## src/hdl/fpc_pkg.sv

```systemverilog
`timescale 1ns / 1ps

package fpc_pkg;

  // Plane store geometry and fixed-point format.
  localparam int NUM_PLANES = 6;
  localparam int FRAC_BITS  = 16;
  localparam int PLANE_AW   = (NUM_PLANES > 1) ? $clog2(NUM_PLANES) : 1;

  // Datapath widths: corners are one bit wider than the coordinates, and the
  // accumulator holds three full products plus the scaled constant term.
  localparam int COEF_W = 32;
  localparam int CRD_W  = COEF_W + 1;
  localparam int PROD_W = COEF_W + CRD_W;
  localparam int ACC_W  = PROD_W + 2;

  typedef struct packed {
    logic signed [COEF_W-1:0] a;
    logic signed [COEF_W-1:0] b;
    logic signed [COEF_W-1:0] c;
    logic signed [COEF_W-1:0] d;
  } plane_t;

  typedef enum logic [1:0] {
    ACT_LOAD  = 2'd0,
    ACT_POINT = 2'd1,
    ACT_CUBE  = 2'd2
  } action_e;

  typedef enum logic [1:0] {
    AXIS_X = 2'd0,
    AXIS_Y = 2'd1,
    AXIS_Z = 2'd2
  } axis_e;

  typedef enum logic [2:0] {
    ST_IDLE,
    ST_READ,
    ST_MUL_X,
    ST_MUL_Y,
    ST_MUL_Z,
    ST_SUM,
    ST_CHECK,
    ST_DONE
  } state_e;

  // Sequencer controls for the shared multiply-accumulate unit.
  typedef struct packed {
    logic  init;
    logic  acc_en;
    axis_e axis;
  } mac_ctl_t;

  // Sign and zero flags of the accumulated plane value.
  typedef struct packed {
    logic neg;
    logic zero;
  } mac_sts_t;

  // Verdict handed from the sequencer to the output register.
  typedef struct packed {
    logic fin;
    logic in_view;
  } verdict_t;

endpackage

```

## src/hdl/fpc_ctrl.sv

```systemverilog
`timescale 1ns / 1ps

module fpc_ctrl (
  input  logic                          clk_i,
  input  logic                          rst_ni,
  input  logic                          start_i,
  input  logic                          cube_i,
  input  fpc_pkg::mac_sts_t             sts_i,
  input  logic                          out_free_i,
  output logic                          busy_o,
  output logic [fpc_pkg::PLANE_AW-1:0]  rd_addr_o,
  output fpc_pkg::mac_ctl_t             ctl_o,
  output fpc_pkg::verdict_t             verdict_o
);

  localparam logic [fpc_pkg::PLANE_AW-1:0] LastPlane =
    fpc_pkg::PLANE_AW'(fpc_pkg::NUM_PLANES - 1);

  fpc_pkg::state_e                state_q, state_d;
  logic [fpc_pkg::PLANE_AW-1:0]   plane_q, plane_d;
  logic                           inside_q, inside_d;
  logic                           fail;

  // A point fails a plane below zero; a cube fails where no corner is above.
  assign fail = sts_i.neg || (cube_i && sts_i.zero);

  always_ff @(posedge clk_i or negedge rst_ni) begin
    if (!rst_ni) begin
      state_q  <= fpc_pkg::ST_IDLE;
      plane_q  <= '0;
      inside_q <= 1'b0;
    end else begin
      state_q  <= state_d;
      plane_q  <= plane_d;
      inside_q <= inside_d;
    end
  end

  // Per plane: read the row, three multiplies, drain the last product, test.
  always_comb begin
    state_d           = state_q;
    plane_d           = plane_q;
    inside_d          = inside_q;
    ctl_o.init        = 1'b0;
    ctl_o.acc_en      = 1'b0;
    ctl_o.axis        = fpc_pkg::AXIS_X;
    verdict_o.fin     = 1'b0;
    verdict_o.in_view = inside_q;
    case (state_q)
      fpc_pkg::ST_IDLE: begin
        if (start_i) begin
          plane_d = '0;
          state_d = fpc_pkg::ST_READ;
        end
      end
      fpc_pkg::ST_READ: begin
        state_d = fpc_pkg::ST_MUL_X;
      end
      fpc_pkg::ST_MUL_X: begin
        ctl_o.init = 1'b1;
        ctl_o.axis = fpc_pkg::AXIS_X;
        state_d    = fpc_pkg::ST_MUL_Y;
      end
      fpc_pkg::ST_MUL_Y: begin
        ctl_o.acc_en = 1'b1;
        ctl_o.axis   = fpc_pkg::AXIS_Y;
        state_d      = fpc_pkg::ST_MUL_Z;
      end
      fpc_pkg::ST_MUL_Z: begin
        ctl_o.acc_en = 1'b1;
        ctl_o.axis   = fpc_pkg::AXIS_Z;
        state_d      = fpc_pkg::ST_SUM;
      end
      fpc_pkg::ST_SUM: begin
        ctl_o.acc_en = 1'b1;
        state_d      = fpc_pkg::ST_CHECK;
      end
      fpc_pkg::ST_CHECK: begin
        if (fail) begin
          inside_d = 1'b0;
          state_d  = fpc_pkg::ST_DONE;
        end else if (plane_q == LastPlane) begin
          inside_d = 1'b1;
          state_d  = fpc_pkg::ST_DONE;
        end else begin
          plane_d = plane_q + 1'b1;
          state_d = fpc_pkg::ST_READ;
        end
      end
      fpc_pkg::ST_DONE: begin
        if (out_free_i) begin
          verdict_o.fin = 1'b1;
          state_d       = fpc_pkg::ST_IDLE;
        end
      end
      default: begin
        state_d = fpc_pkg::ST_IDLE;
      end
    endcase
  end

  assign busy_o    = (state_q != fpc_pkg::ST_IDLE);
  assign rd_addr_o = plane_q;

endmodule

```

## config.mk

```make
export PLATFORM = sky130hd
export DESIGN_NAME = fpc_ctrl
export DESIGN_NICKNAME = d
export VERILOG_FILES = /design/src/hdl/fpc_pkg.sv /design/src/hdl/fpc_ctrl.sv
export SDC_FILE = /design/constraint.sdc
export NUM_CORES = 1
export LEC_CHECK = 0
export BUFFER_PORTS_ARGS = -buffer_cell sky130_fd_sc_hd__buf_4
export CAP_MARGIN = 20
export CORE_AREA = 3 3 40 42
export CTS_CLUSTER_SIZE = 8
export DETAILED_ROUTE_END_ITERATION = 7
export DIE_AREA = 0 0 43 45
export PLACE_DENSITY = 0.63
export SETUP_SLACK_MARGIN = 0.4
export SLEW_MARGIN = 25
export SYNTH_ARGS = -nofsm -noshare
export SYNTH_HDL_FRONTEND = slang
export SYNTH_SLANG_ARGS = --single-unit
export TNS_END_PERCENT = 30
```

## constraint.sdc

```tcl
create_clock -name clk_i -period 2.6 [get_ports clk_i]
set_clock_uncertainty 0.15 [all_clocks]
set_input_delay 0.52 -clock clk_i [delete_from_list [all_inputs] [get_ports clk_i]]
set_output_delay 0.52 -clock clk_i [all_outputs]
set_load 0.05 [all_outputs]
```

==> run metrics, run 1 <==
Iter 0 DRT Violations 7; maximum clock insertion buffer count 2; post-route cell area 611 µm²; Post-synth EDFFs 0; Post-Route WL 967 µm; power per cell area 1470 nW/µm²; cell taking the most area after synthesis dfrtp_1; Cell Rows 13; Hold Buf Count CTS 1; Setup CP Type reg -> out; postcts setup bufs 0; Final ANT Viol Nets 0; Synth top area share 37.5%; prevailing post-synth register cell dfrtp_1; clock-pin slew on the worst setup and hold paths 0.05 ns; setup TNS 0 ns; RR Endpoint state_q[1]; die width 43 µm; dpl cells 84; Layout fillers 135; via count 458; footprint of the multi-input gates 249 µm²; reg2reg setup slack 1.12 ns; Syn-to-layout area delta 30.8%; mean post-synth cell area 8.19 µm²; worst relative slew slack 75.3%; mux cell area share after synthesis 0%; Num CTS Buffers 3; Cells on Worst Hold Path 2; Synth top cells by count 9 x nand2_1, 7 x dfrtp_1, 6 x nor2_1; CTS tree done; Synth Area in XOR/XNOR 0%; Synth Instances 57; slowest CP cell dfrtp_1; Synth warnings 0; Area contributors post-synth dfrtp_1 38%, nand2_1 7.2%, a21oi_1 5.4%; Critical Path RT 1.93 ns; drt pass-1 iters 4; layout cells sized above 1 29.7%; Clock Latency Late Sink 0.25 ns; clock sinks 7; Initial Util 36.3%; VDD IR-drop max 0.543 mV; sequential fraction of the synthesis area 37.5%; Max Freq 502 MHz; vias in the first global route 409; Critical Path, Cell by Cell or3_1, buf_4; Lkg Pwr 0.302 nW; Worst Setup Start Kind flip-flop; layout net count 84; CTS H-tree depth 1; Wirelength per Cell 10.9 µm; CP peak stage delay 0.49 ns; CP top delay family flip-flops; port bufs 16; Min-Delay Endpoint inside_q; Core Box Area 1280 µm²; total track usage 11.7%; initial antenna violation count 0; Slew @ Worst Pin 0.371 ns; sequential cell area 175 µm²; Non-Filler Instances 89; ys async rst share 100%; element type at the critical path end output port; r2r startpoint rd_addr_o[0]; synthesized cell area 467 µm²; Worst EP arrival 1.32 ns; Post-Synth Adder-Cell Area 5.36%; combinational family with the most area after synthesis compound AO/OA/AOI/OAI gates; GP Congestion 0.752; die area 1940 µm²; Synth Area in Simple Gates 23.9%; Synth cell types 25; Root Buffer clkbuf_4; Final min period 1.99 ns; first-pass GRT wire length 1660 µm; Hold Crit Start inside_q; placed cell areas 574 µm²; io pins 17; final hold violation count 0; worst r2r path cells 4; Hold WC Path Type reg -> reg; Ant. Diodes 0; most frequent cell after synthesis nand2_1; global route total overflow 0; Die H 45 µm; Resize count post-CTS 0; CP Buf/Inv Count 1; DPL Wire Length 761 µm; Slew Viols, Final 0; post-synthesis compound-gate area fraction 24.1%; Max Cap Violations 0; Worst Path Max Fanout 13; status complete, no violations; unrepaired setup endpoints after global routing false; Synth Register Bits 7; Period Utilization, post-route 76.6%; final setup vio count 0; largest net degree at the start of global routing 15; syn_nets 66; Remaining DRCs 0; routed vias/inst 5.15
placed cells by master (no fill, tap or decap), drive strengths merged, types with 2 or more instances in the layout:
| cell | netlist | layout |
|---|---|---|
| clkbuf | 0 | 4 |
| a31oi | 4 | 4 |
| nand2b | 2 | 2 |
| nor2 | 6 | 6 |
| buf | 4 | 16 |
| ha | 2 | 2 |
| inv | 3 | 3 |
| nor3 | 2 | 2 |
| a21oi | 6 | 6 |
| nand2 | 9 | 9 |
| dfrtp | 7 | 7 |
| and3 | 2 | 2 |
| o21ai | 2 | 2 |
area by class of cell:
cell class | count | share of cell area [%]
multi-input cells | 43 | 40.8
clock buffers | 4 | 4.30
repair buffers | 17 | 21.3
inverters | 3 | 1.84
flip-flops and latches | 7 | 28.7
well taps | 15 | 3.07
kinds of logic after synthesis:
kind of cell	count (synthesis)
AO/OA/AOI/OAI	17
buffers and inverters	7
AND/OR/NAND/NOR	24
adder cells (fa/ha/maj)	2
flip-flops	7
through the flow:
stage	util (%)	hold WS (ns)	total power, mW	setup WS, ns
6_report	47.5	0.375	0.895	0.609
5_1_grt	47.5	0.418	0.974	0.522
4_1_cts	47.5	0.385	0.904	0.602
3_5_place_dp	44.7	0.190	0.803	0.873
3_3_place_gp	44.7	0.188	0.804	0.887
2_1_floorplan	-	0.0744	0.692	0.575
power breakdown:
| group | total (mW) | leakage (nW) | internal, mW | switching, mW |
|---|---|---|---|---|
| logic | 0.546 | 0.199 | 0.180 | 0.366 |
| clock network | 0.0975 | 0.0150 | 0.0585 | 0.0390 |
| registers | 0.251 | 0.0887 | 0.158 | 0.0929 |
| total | 0.895 | 0.302 | 0.397 | 0.498 |
flip-flops by register name, summed over array words and instances, names as in the netlist:
name,cells
rd_addr_o,3
state_q,3
inside_q,1
routing by layer:
metal | vias up | part of all wire (%) | GRT usage [%]
met5 | - | 0 | 0
met4 | 0 | 1.8 | 5.42
met3 | 4 | 5.4 | 4.78
met2 | 7 | 46 | 17.1
met1 | 210 | 46 | 15.1
li1 | 237 | - | -
worst max-delay path by stage:
| stage | from | end | slack [ns] | cells after the start |
|---|---|---|---|---|
| after detailed placement | state_q[1] | busy_o | 0.87 | 2 |
| final | state_q[1] | busy_o | 0.61 | 2 |
| after floorplan | state_q[1] | ctl_o[1] | 0.57 | 3 |
| after global routing | state_q[2] | ctl_o[1] | 0.52 | 3 |
| after CTS | state_q[1] | busy_o | 0.60 | 2 |
| after global placement | state_q[1] | busy_o | 0.89 | 2 |
worst reg2reg max path: stages (launching register included):
cell	delay [ns]
dfrtp_1	0.42
ha_1	0.26
a21oi_2	0.23
nand2_1	0.08
a31o_1	0.23
Power figures use the tool's default switching activity.
==> run 2, diff against run 1 <==
- clock period: 2.6 -> 2 ns (I/O delays scaled with it)
==> run 2 against run 1 <==
Power up 50%. First-iteration DRC count increased to 2.7 times the previous value. Worst setup slack worse by 0.38 ns. Critical path depth unchanged. Critical endpoint unchanged. Largest power group unchanged.
==> run metrics, run 2 (synthesis gave the netlist of run 1 again) <==
sw frac 53.2% (was 55.6%); routed vias/inst 4.84 (was 5.15); Critical Path RT 1.45 ns (was 1.93 ns); RR Endpoint rd_addr_o[1] (was state_q[1]); commonest non-fill, non-tap cell in the layout buf_4 (unchanged); Wirelength per Cell 11.5 µm (was 10.9 µm); Hold Crit Start start_i (was inside_q); global route total overflow 0 (unchanged); DPL Wire Length 799 µm (was 761 µm); clock network power share 9.3% (was 10.9%); Ant. Diodes 0 (unchanged); Slew @ Worst Pin 0.279 ns (was 0.371 ns); footprint of the multi-input gates 278 µm² (was 249 µm²); VDD IR-drop max 0.855 mV (was 0.543 mV); first-pass GRT wire length 1940 µm (was 1660 µm); Slew Viols, Final 0 (unchanged); drt pass-1 iters 4 (unchanged); Hold WC Path Type in -> reg (was reg -> reg); r2r startpoint state_q[2] (was rd_addr_o[0]); worst relative slew slack 81.1% (was 75.3%); unrepaired setup endpoints after global routing true (was false); Cells on Worst Hold Path 3 (was 2); Initial Util 36.3% (unchanged); die width 43 µm (unchanged); final hold violation count 0 (unchanged); Cell Int Power 0.627 mW (was 0.397 mW); CP top delay family flip-flops (unchanged); Max Freq 563 MHz; Worst Path Max Fanout 6 (was 13); dpl cells 84 (unchanged); Iter 0 DRT Violations 19 (was 7); Layout Utilization 53.8% (was 47.5%); GP Congestion 0.752 (unchanged); slowest CP cell dfrtp_2 (was dfrtp_1); CTS H-tree depth 1 (unchanged); Worst Setup Start Kind flip-flop (unchanged); reg2reg setup slack 0.49 ns (was 1.12 ns); Root Buffer clkbuf_4 (unchanged); status complete, no violations (unchanged); setup TNS 0 ns (unchanged); Critical Path, Cell by Cell or3_4, buf_6 (was or3_1, buf_4); Lkg Pwr 0.333 nW (was 0.302 nW); clock sinks 7 (unchanged); Num CTS Buffers 3 (unchanged); maximum clock insertion buffer count 2 (unchanged); CTS tree done (unchanged); Cell Rows 13 (unchanged); CP Buf/Inv Count 1 (unchanged); via count 460 (was 458); layout net count 90 (was 84); Die H 45 µm (unchanged); Final min period 1.78 ns; element type at the critical path end output port (unchanged); combinational share of power 68.4% (was 61.0%); Psw 0.712 mW (was 0.498 mW); Setup CP Type reg -> out (unchanged); CP peak stage delay 0.43 ns (was 0.49 ns); Period Utilization, post-route 88.8%; Non-Filler Instances 95 (was 89); port bufs 16 (unchanged); sequential cell area 179 µm² (was 175 µm²); Remaining DRCs 0 (unchanged); Sequential Power Share 22.3% (was 28.1%); worst r2r path cells 5 (was 4); clock-pin slew on the worst setup and hold paths 0.05 ns (about the same); Syn-to-layout area delta 48.3% (was 30.8%); final setup vio count 0 (unchanged); layout cells sized above 1 46.3% (was 29.7%); initial antenna violation count 0 (unchanged); io pins 17 (unchanged); vias in the first global route 438 (was 409); Core Box Area 1280 µm² (unchanged); Post-Route WL 1090 µm (was 967 µm); Max Cap Violations 0 (unchanged); total track usage 13.7% (was 11.7%); Clock Latency Late Sink 0.25 ns (about the same); commonest cells after routing, fill and taps aside 21 x buf_4, 9 x nand2_1, 5 x a21oi_1 (was 16 x buf_4, 9 x nand2_1, 7 x dfrtp_1); die area 1940 µm² (unchanged); largest net degree at the start of global routing 9 (was 15); Worst EP arrival 1.23 ns (was 1.32 ns); Min-Delay Endpoint state_q[0] (was inside_q); power per cell area 1930 nW/µm² (was 1470 nW/µm²); Final ANT Viol Nets 0 (unchanged); Layout fillers 112 (was 135)
run 2: cell count changes in the layout (fill, tap and decap cells not counted), moves of 2 or more:
cell     delta
buf_4       +5
dfrtp_1     -3
dfrtp_2     +3
nor2_1      -3
nor2_4      +2
run 2: per-stage QoR:
step	hold slack [ns]	area, µm²	power, mW	worst slack [ns]
2_1_floorplan	-0.0456	488	0.940	0.317
3_3_place_gp	0.0695	596	1.09	0.330
3_5_place_dp	0.0686	596	1.09	0.320
4_1_cts	0.289	684	1.33	0.209
5_1_grt	0.333	692	1.45	0.178
6_report	0.292	692	1.34	0.225
run 2: worst max-delay path by stage:
stage	startpoint	end	cells after the start	slack (ns)
global placement	state_q[0]	ctl_o[2]	3	0.33
floorplan	rd_addr_o[1]	state_q[1]	5	0.32
finish	state_q[1]	busy_o	2	0.22
global route	state_q[0]	busy_o	2	0.18
CTS	state_q[1]	busy_o	2	0.21
detailed placement	state_q[0]	ctl_o[2]	3	0.32
run 2: power by group through the flow:
stage	clock [mW]	combinational [mW]	sequential, mW
after floorplan	0	0.611	0.329
after global placement	0	0.747	0.340
after detailed placement	0	0.748	0.344
after CTS	0.132	0.906	0.293
after global routing	0.143	0.990	0.314
final	0.124	0.916	0.299
run 2: what timing repair did:
action | in CTS | in global routing
pin swaps | 1 | 0
buffers inserted | 6 | 0
setup endpoints to repair | 6 | 8
endpoints found under the hold margin | 7 | 0
resized for setup | 4 | 2
hold buffers | 1 | 0
run 2: layout make-up:
class / count / area share [%]
multi-input combinational: 43 / 40.1
tap: 15 / 2.71
inverter: 3 / 1.63
clock buffer: 4 / 3.80
timing repair buffer: 23 / 25.9
sequential: 7 / 25.9
run 2: tightest hold or removal path: stages:
cell and delay, ns:
buf_4 0.08, nor2_1 0.03, o21ai_0 0.14
run 2: layer usage:
layer | global-route usage, % | share of wire, % | vias up
met5 | 0 | 0 | -
met4 | 5.42 | 0.55 | 0
met3 | 5.98 | 3.5 | 2
met2 | 19.5 | 43 | 6
met1 | 18.3 | 53 | 202
li1 | - | - | 250
==> run 3, diff against run 2 <==
- GPL_TIMING_DRIVEN: default -> 0
==> run 3 against run 2 <==
Clock power about the same. Sequential cell count did not move. Via count rose by 4.6%. First-iteration DRC count is 74% lower. Power up 5.1%. Final cell count up 3.2%. Worst hold slack got worse by 0.0086 ns. Wire length grew 4.6%. Sequential power is 14% lower. Die area unchanged. Final area increased by 4.3%. Worst setup slack worse by 0.060 ns.
==> run metrics, run 3 (synthesis gave the netlist of run 1 again) <==
status complete, no violations (unchanged); via count 481 (was 460); Die H 45 µm (unchanged); Post-Route WL 1140 µm (was 1090 µm); GP Congestion 0.751 (was 0.752); Min-Delay Endpoint state_q[0] (unchanged); Num CTS Buffers 3 (unchanged); CTS tree done (unchanged); placed cell areas 627 µm² (was 596 µm²); maximum clock insertion buffer count 2 (unchanged); DPL Wire Length 843 µm (was 799 µm); Final min period 1.84 ns (was 1.78 ns); Cell Int Power 0.681 mW (was 0.627 mW); Setup CP Type reg -> out (unchanged); vias in the first global route 463 (was 438); setup TNS 0 ns (unchanged); die width 43 µm (unchanged); RR Endpoint state_q[1] (was rd_addr_o[1]); total power 1.41 mW (was 1.34 mW); Clock Latency Late Sink 0.25 ns (about the same); layout cells sized above 1 42.2% (was 46.3%); CTS H-tree depth 1 (unchanged); Remaining DRCs 0 (unchanged); commonest cells after routing, fill and taps aside 19 x buf_4, 9 x nand2_1, 7 x dfrtp_1 (was 21 x buf_4, 9 x nand2_1, 5 x a21oi_1); Hold Crit Start start_i (unchanged); Lkg Pwr 0.355 nW (was 0.333 nW); Cells on Worst Hold Path 3 (unchanged); Final ANT Viol Nets 0 (unchanged); layout net count 93 (was 90); Worst Path Max Fanout 6 (unchanged); Hold WC Path Type in -> reg (unchanged); clock-pin slew on the worst setup and hold paths 0.05 ns (about the same); commonest non-fill, non-tap cell in the layout buf_4 (unchanged); worst r2r path cells 4 (was 5); CP peak stage delay 0.39 ns (was 0.43 ns); Iter 0 DRT Violations 5 (was 19); largest net degree at the start of global routing 11 (was 9); Worst EP arrival 1.28 ns (was 1.23 ns); Max Cap Violations 0 (unchanged); most frequent CP cell buf_6; routed vias/inst 4.91 (was 4.84); final setup vio count 0 (unchanged); VDD IR-drop max 0.796 mV (was 0.855 mV); clock sinks 7 (unchanged); reg2reg setup slack 0.52 ns (was 0.49 ns); port bufs 16 (unchanged); r2r startpoint rd_addr_o[0] (was state_q[2]); slowest CP cell dfrtp_1 (was dfrtp_2); Sequential Power Share 18.3% (was 22.3%); Core Box Area 1280 µm² (unchanged); Slew Viols, Final 0 (unchanged); Max Freq 545 MHz (was 563 MHz); Cell Rows 13 (unchanged); Critical Path RT 1.45 ns (about the same); final hold violation count 0 (unchanged); global route total overflow 0 (unchanged); Psw 0.726 mW (was 0.712 mW); unrepaired setup endpoints after global routing true (unchanged); initial antenna violation count 0 (unchanged); Period Utilization, post-route 91.8% (was 88.8%); die area 1940 µm² (unchanged); clock network power share 9.0% (was 9.3%); first-pass GRT wire length 1880 µm (was 1940 µm); element type at the critical path end output port (unchanged); drt pass-1 iters 4 (unchanged); Layout Utilization 56.2% (was 53.8%); Syn-to-layout area delta 54.7% (was 48.3%); power per cell area 1950 nW/µm² (was 1930 nW/µm²); worst relative slew slack 80.0% (was 81.1%); sw frac 51.6% (was 53.2%); io pins 17 (unchanged); combinational share of power 72.7% (was 68.4%); Ant. Diodes 0 (unchanged); total track usage 13.1% (was 13.7%); Slew @ Worst Pin 0.300 ns (was 0.279 ns); Root Buffer clkbuf_4 (unchanged); Worst Setup Start Kind flip-flop (unchanged); Critical Path, Cell by Cell buf_6, or3_1, buf_6 (was or3_4, buf_6); post-route cell area 722 µm² (was 692 µm²); Wirelength per Cell 11.7 µm (was 11.5 µm); Initial Util 36.3% (unchanged)
## run 3: changes by cell type in the layout (fill, tap and decap cells not counted)
cell,previous run,this run
buf_6,1,6
dfrtp_1,4,7
dfrtp_2,3,0
buf_4,21,19
nand2b_1,1,2
nand2b_2,1,0
or3_1,0,1
or3_4,1,0
## run 3: per-layer routing
metal  global-route usage [%]  vias up  wire [µm]
met3                     5.18        0         55
met4                     3.61        0          0
met2                     21.3        8        570
met1                     16.3      221        516
li1                         -      252          -
met5                        0        -          0
## run 3: layout make-up
| cell class | count | area [µm²] |
|---|---|---|
| fillers | 133 | 563 |
| multi-input cells | 43 | 270 |
| well taps | 15 | 18.8 |
| plain buffers | 4 | 41.3 |
| repair buffers | 22 | 179 |
| flip-flops and latches | 7 | 175 |
| clock buffers | 4 | 26.3 |
| inverters | 3 | 11.3 |
## run 3: how the worst max path moves through the flow
stage / slack, ns / endpoint / from
2_1_floorplan: 0.32 / state_q[1] / rd_addr_o[1]
5_1_grt: 0.12 / busy_o / state_q[0]
4_1_cts: 0.16 / busy_o / state_q[0]
3_3_place_gp: 0.34 / busy_o / state_q[1]
3_5_place_dp: 0.35 / busy_o / state_q[1]
6_report: 0.17 / busy_o / state_q[1]
## run 3: what timing repair did
item / 4_1_cts / 5_1_grt
gates resized for setup: 4 / 2
buffers inserted: 5 / 0
hold buffers: 1 / 0
endpoints found under the setup margin: 6 / 6
hold endpoints to repair: 7 / 0
## run 3: stage by stage
step / worst slack, ns / hold slack (ns) / instances
after global placement: 0.345 / 0.0692 / 88
final: 0.165 / 0.284 / 98
after floorplan: 0.317 / -0.0456 / 57
after global routing: 0.121 / 0.316 / 98
after detailed placement: 0.351 / 0.0685 / 88
after CTS: 0.157 / 0.280 / 98
## run 3: worst max-delay path, delay by kind of cell, from the launching register on
kind	cells	cell delay, ns
AND/OR/NAND/NOR	1	0.35
buffers and inverters	2	0.29
flip-flops	1	0.39
## run 3: power groups by stage
stage,clock (mW),combinational (mW),sequential (mW)
after floorplan,0,0.611,0.329
after global placement,0,0.886,0.266
after detailed placement,0,0.888,0.268
after CTS,0.131,1.00,0.255
after global routing,0.140,1.10,0.268
final,0.126,1.02,0.258
